==> config.mk <==
export PLATFORM = sky130hd
export DESIGN_NAME = ptga_cell
export DESIGN_NICKNAME = d
export VERILOG_FILES = /design/src/rtl/ptga_pkg.sv /design/src/rtl/ptga_cell.sv
export SDC_FILE = /design/constraint.sdc
export NUM_CORES = 1
export LEC_CHECK = 0
export ABC_AREA = 1
export BUFFER_PORTS_ARGS = -buffer_cell sky130_fd_sc_hd__clkbuf_2
export CAP_MARGIN = 0
export CORE_AREA = 10 10 343 345
export DETAILED_ROUTE_END_ITERATION = 12
export DIE_AREA = 0 0 353 355
export GPL_TIMING_DRIVEN = 1
export HOLD_SLACK_MARGIN = 0.15
export SETUP_SLACK_MARGIN = 0.4
export SYNTH_ARGS = -nofsm -noshare
export SYNTH_HDL_FRONTEND = slang
export SYNTH_SLANG_ARGS = --single-unit
==> constraint.sdc <==
create_clock -name clk -period 49 [get_ports clk]
set_input_delay 7.35 -clock clk [delete_from_list [all_inputs] [get_ports clk]]
set_output_delay 7.35 -clock clk [all_outputs]
set_load 0.05 [all_outputs]
==> src/rtl/ptga_pkg.sv <==
// Shared types, codes and sizes for the per-thread group accumulator.
package ptga_pkg;

    localparam int MAX_GROUPS = 16;
    localparam int SLOT_W     = $clog2(MAX_GROUPS);
    localparam int CNT_W      = $clog2(MAX_GROUPS + 1);

    typedef enum logic [1:0] {
        CMD_ADD   = 2'd0,
        CMD_CLEAR = 2'd1,
        CMD_READ  = 2'd2
    } command_t;

    typedef enum logic [1:0] {
        STATUS_OK     = 2'd0,
        STATUS_BADKEY = 2'd1,
        STATUS_FULL   = 2'd2,
        STATUS_RANGE  = 2'd3
    } status_t;

    typedef enum logic [1:0] {
        ST_IDLE,
        ST_LOOK,
        ST_GATHER
    } state_t;

    // One table entry, held by one cell.
    typedef struct packed {
        logic [30:0] key;
        logic [31:0] leader;
        logic [63:0] runtime;
        logic [63:0] deadline;
        logic [63:0] period;
        logic [11:0] cpu;
        logic [31:0] members;
    } entry_t;

    // Fields of an add request that every cell sees.
    typedef struct packed {
        logic [30:0] key;
        logic [31:0] member_id;
        logic [63:0] runtime;
        logic [63:0] deadline;
        logic [63:0] period;
        logic [11:0] cpu;
    } cell_req_t;

    // Update control broadcast from the sequencer to the cells.
    typedef struct packed {
        logic              add_en;
        logic              append_en;
        logic [SLOT_W-1:0] append_slot;
    } cell_ctl_t;

    // Lookup result handed from cell to cell.
    typedef struct packed {
        logic              hit;
        logic [SLOT_W-1:0] slot;
    } look_t;

endpackage

==> src/rtl/ptga_cell.sv <==
// One table cell: holds an entry, compares the key and applies an add.
module ptga_cell
    import ptga_pkg::*;
(
    input  logic              clk,
    input  logic [SLOT_W-1:0] cell_index,
    input  logic              live,
    input  cell_ctl_t         ctl,
    input  cell_req_t         req,
    input  look_t             look_in,
    output look_t             look_out,
    input  logic [SLOT_W-1:0] rd_slot,
    input  entry_t            rd_in,
    output entry_t            rd_out
);

    entry_t entry_reg;
    entry_t entry_next;
    entry_t base;
    logic   match;
    logic   target;
    logic   apply;

    assign match  = live && (entry_reg.key == req.key);
    assign target = ctl.append_en && (ctl.append_slot == cell_index);
    assign apply  = ctl.add_en && (match || target);

    assign look_out.hit  = look_in.hit | match;
    assign look_out.slot = match ? cell_index : look_in.slot;

    assign rd_out = (rd_slot == cell_index) ? entry_reg : rd_in;

    always_comb
    begin
        // a fresh entry starts with leader all ones and everything else zero
        if (target)
        begin
            base          = '0;
            base.leader   = '1;
        end
        else
        begin
            base = entry_reg;
        end
        entry_next          = base;
        entry_next.key      = req.key;
        entry_next.runtime  = base.runtime + req.runtime;
        entry_next.deadline = base.deadline + req.deadline;
        entry_next.period   = req.period;
        entry_next.cpu      = req.cpu;
        if ((base.members == 32'd0) || (req.member_id < base.leader))
        begin
            entry_next.leader = req.member_id;
        end
        entry_next.members  = base.members + 32'd1;
    end

    always_ff @(posedge clk)
    begin
        if (apply)
        begin
            entry_reg <= entry_next;
        end
    end

endmodule

After elaboration in Yosys (flattened, before gate mapping)
Index checks and enable logic that the tools add are counted.
Widths: inputs -> output; s select.
{"block": "word_totals", "out_inout_bits": 304, "register_bits": 299, "input_bits": 587, "word_cells": 25}
{"block": "op_classes", "eq_ne": 3, "magnitude_cmp": 1, "n_addsub": 3, "bitwise": 1, "muxes": 4, "n_reduce_logical": 6}
{"op": "$mux 299", "n": 1}
{"op": "$mux 268", "n": 1}
{"op": "$add 64x64->64", "n": 2}
{"op": "$add 32x1->32 const B", "n": 1}
{"op": "$logic_not 32->1", "n": 1}
{"op": "$lt 32x32->1", "n": 1}
{"op": "$mux 32", "n": 1}
{"op": "$eq 31x31->1", "n": 1}
{"op": "$eq 4x4->1", "n": 2}
{"op": "$mux 4", "n": 1}
{"op": "$logic_and 1x1->1", "n": 3}
{"op": "$logic_or 1x1->1", "n": 2}
{"op": "$or 1x1->1", "n": 1}

Longest topological paths before layout
{"block": "logic_depth", "ltp_word": 6, "depth_mapped": 28, "depth_no_buf": 25}

Worst setup path before layout
Ideal clock, no wire load.
{"block": "synth_timing", "path_kind": "input port to flip-flop", "start": "input port req[249] (netlist bit)", "end": "register entry_reg[0] (netlist bit), enable pin", "required_ns": 47.579, "arrival_ns": 29.707, "path_slack_ns": 17.872, "stages": 7, "setup_time_ns": 1.421, "n_path_buf": 0, "path_cell_list": "inv_1 nor2_1 a2111o_1 nor3_1 nor3b_1 nand4_1 a21boi_0"}
{"block": "synth_via", "elab_chain_cells": 4}
{"element": "start: declaration", "line": "ptga_cell.sv:9", "source": "input cell_req_t req,"}
{"element": "$eq 31x31->1", "line": "ptga_cell.sv:24", "source": "assign match = live && (entry_reg.key == req.key);"}
{"element": "$logic_and 1x1->1", "line": "ptga_cell.sv:24"}
{"element": "$logic_or 1x1->1", "line": "ptga_cell.sv:26", "source": "assign apply = ctl.add_en && (match || target);"}
{"element": "$logic_and 1x1->1", "line": "ptga_cell.sv:26"}
{"element": "named net apply", "line": "ptga_cell.sv:22", "source": "logic apply;"}
{"element": "end signal: assignment", "line": "ptga_cell.sv:62", "source": "entry_reg <= entry_next;"}
{"element": "end: declaration", "line": "ptga_cell.sv:17", "source": "entry_t entry_reg;"}
The timed path passes the listed nets, and every way through them passes these cells.
A chain may end at the register's enable or synchronous reset.

==> results.md <==
| Item | Reported | Unit |
|---|---|---|
| Netlist area before placement | 24,400 | um2 |
| Layout-stage area growth over the synthesis result | 30.7 | % |
| Endpoint of the worst hold path | entry_reg[267] | - |
| Number of warnings printed during yosys synthesis | 0 | - |
| Overall power of the completed layout | 854 | uW |
| Starting density of the core | 0.221 | - |
| Launch instance of the worst min-delay path | entry_reg[267] | - |
| Count of cells resized by post-cts repair | 0 | - |
| Relative slew slack | 0.251 | - |
| Total negative slack | 0 | ns |
| Max Clock Skew | 0.0286 | ns |
| Detailed Route Iter0 Violations | 1,556 | - |
| Max-cap violations | 0 | - |
| CP max FO | 75 | - |
| Least-Margin Pin Slew | 1.12 | ns |
| Net count of the finished layout | 4,603 | - |
| Clock slew at reported path FFs | 0.05 | ns |
| Max clock buf depth | 3 | - |
| Vias in the first global route | 24,812 | - |
| Fraction of final layout cells sized beyond drive strength 1 | 0.312 | - |
| Drt pass-1 iters | 6 | - |
| Kind of start point of the critical path | input port | - |
| First-pass GRT wire length | 164,000 | um |
| Final wirelength | 113,000 | um |
| DRC violation count after routing | 0 | - |
| Maximum number of pins on one net before global-route repair | 176 | - |
| Number of buffers added on ports | 890 | - |
| CP Capture Type | output port | - |
| Number of enable-type register cells in the synthesized netlist | 299 | - |
| Worst hold slack across all endpoints | 0.679 | ns |
| Data arrival time of the worst path | 10.32 | ns |
| Clock tree from TritonCTS | built | - |
| Time the worst path needs with I/O delays and setup | 17.67 | ns |
| Number of antenna-violating nets in the routed design | 0 | - |
| Post-place setup slack | 31.39 | ns |
| Power per unit of standard cell area | 26.8 | nW/um2 |
| CTS H-tree lvls | 2 | - |
| Antenna violations before repair | 31 | - |
| Die Outline Area | 125,000 | um2 |
| Number of vias per cell after detailed routing | 4.50 | - |
| Post-Route Utilization | 0.289 | - |
| Number of storage elements in the synthesis netlist | 299 | - |
| Routability congestion estimate | 0.950 | - |
| Worst-case register-to-register setup slack | 44.37 | ns |
| Cell area after placement | 30,500 | um2 |
| Post-Layout Cell Count | 5,385 | - |
| Most frequently used flop master after synthesis | edfxtp_1 | - |
| Core box area | 110,000 | um2 |
| Chip width | 353 | um |
| CTS sink cnt | 299 | - |
| Standard-cell rows | 122 | - |
| Total leakage power | 15.4 | nW |
| Number of clock buffers inserted by TritonCTS | 42 | - |
| Critical path type | input port to output port | - |
| Setup WS post-layout | 31.33 | ns |
| Clock latency on the worst-skew pair | 0.60 | ns |
| Net Count, Synth | 3,726 | - |
| Number of pins exceeding their max-slew limit in the final report | 0 | - |
| R2r endpoint | entry_reg[118] | - |
| Number of failing setup endpoints in the final timing report | 0 | - |
| Die boundary height | 355 | um |
| Crit share post-route | 0.361 | - |
| Cell-by-cell trace of the critical path | clkbuf_2 -> xnor2_1 -> nand4_1 -> buf_4 -> buf_4 -> buf_4 -> mux2_2 -> clkbuf_2 | - |
| Unrepaired setup endpoints after global routing | no | - |
| Number of instances in the synthesized netlist | 2,978 | - |
| Final hold violation count | 0 | - |
| Required time reported for the critical path endpoint | 41.65 | ns |
| Min-Delay Path Class | flip-flop to flip-flop | - |
| Congestion Overflow GR | 0 | - |
| Total Routing Usage GR | 0.171 | - |
| Routed length per instance | 21.0 | um |
| Most frequent cell on the critical path | buf_4 | - |
| Count of hold buffers inserted by post-cts repair | 0 | - |
| Sequential cell area fraction in the yosys report | 0.369 | - |
| Number of flip-flops in the largest register | 299 | - |
| HPWL reported at the end of detailed placement | 96,300 | um |
| Slowest cell on the critical path | buf_4 | - |
| Final instance area | 31,800 | um2 |
| Number of setup buffers added after CTS | 0 | - |
| FFs w/ async S/R, synth | 0 | - |
| Instance count along the most critical hold path | 4 | - |
| Routed vias | 24,229 | - |
| Number of cells traversed by the worst register-to-register path | 11 | - |
| Clk Tree Root Cell | clkbuf_16 | - |
| I/O pin count | 891 | - |
| Crit Reg-Reg Startpoint | entry_reg[285] | - |
| Distinct cells, synth | 44 | - |
| Status | complete, no violations | - |
| Total placed cells including tap cells | 5,299 | - |
| Stage delay of the slowest cell on the critical path | 0.70 | ns |
| Maximum clock frequency | 0.0566 | GHz |
| Worst IR drop on VDD | 0.0227 | mV |
| Mean area per synthesized cell | 8.18 | um2 |
==> critical path: cells and delay by family <==
family                 cells  cell delay (ns)
multiplexers               1             0.42
buffers and inverters      5             2.15
XOR/XNOR                   1             0.14
AND/OR/NAND/NOR            1             0.09
==> synth_stat cells (all sizes together) (2+ instances only) <==
cell type / n / share of area
a21oi: 189 / 0.039
a31oi: 34 / 0.0087
a21o: 25 / 0.0077
o2111ai: 9 / 0.0032
o21a: 12 / 0.0037
ha: 159 / 0.082
nand3: 118 / 0.024
a21boi: 13 / 0.0040
nand4: 27 / 0.0069
o211ai: 11 / 0.0034
inv: 420 / 0.065
clkbuf: 35 / 0.0054
nor4: 19 / 0.0054
buf: 36 / 0.0076
o21bai: 19 / 0.0059
or2: 6 / 0.0015
o21ai: 197 / 0.040
nand2: 689 / 0.11
nor2: 229 / 0.035
xnor2: 48 / 0.017
and3: 2 / 0.00051
edfxtp: 299 / 0.37
nor3: 30 / 0.0072
fa: 2 / 0.0016
o221ai: 4 / 0.0014
mux2: 227 / 0.10
a221oi: 4 / 0.0014
xor2: 111 / 0.040
==> layer usage <==
layer  GRT usage  share of wire  vias up
met5           0        0.00074        -
met4      0.0409          0.019       12
met3      0.0342          0.054      143
met2       0.308           0.50      840
met1       0.208           0.42    11351
li1            -              -    11883
==> layout by cell type, fill, tap and decap left out, types with 25 or more instances in the layout <==
master	Yosys	layout
nand2_1	686	686
clkbuf_2	0	890
mux2_2	227	227
a21oi_1	189	189
a21o_1	25	25
nor3_1	25	25
clkbuf_16	0	42
a31oi_1	34	34
edfxtp_1	299	299
nand4_1	27	27
xnor2_1	48	48
xor2_1	111	111
nor2_1	228	228
ha_1	159	159
nand3_1	117	117
inv_1	416	416
o21ai_0	195	195
==> cell type report <==
class / instances / area [um2]
clock buffer: 51 / 1080
timing repair buffer: 904 / 4580
tap: 1488 / 1860
clock inverter: 24 / 223
fill: 12046 / 78500
multi-input combinational: 2188 / 13500
inverter: 420 / 1580
antenna: 11 / 27.5
sequential: 299 / 8980
==> cell families after synthesis <==
family | count (synthesis) | share of synthesized area
fa+ha+maj | 161 | 0.0833
compound gates | 520 | 0.120
xor+xnor | 159 | 0.0572
flops | 299 | 0.369
mux | 227 | 0.105
buf+inv | 491 | 0.0777
simple gates | 1121 | 0.188
==> worst max-delay path by stage <==
| stage | to | cells past startpoint | startpoint |
|---|---|---|---|
| 2_1_floorplan | entry_reg[0] | 7 | req[249] |
| 3_3_place_gp | rd_out[114] | 8 | cell_index[0] |
| 3_5_place_dp | rd_out[171] | 8 | cell_index[0] |
| 4_1_cts | rd_out[171] | 8 | cell_index[0] |
| 5_1_grt | rd_out[188] | 8 | cell_index[0] |
| 6_report | rd_out[188] | 8 | cell_index[0] |
==> report_power, final <==
part           internal (mW)  switching [mW]
clock network          0.174           0.128
logic                 0.0805           0.177
registers              0.291         0.00291
total                  0.546           0.309
Note: power is estimated with default switching activity, not from simulation.
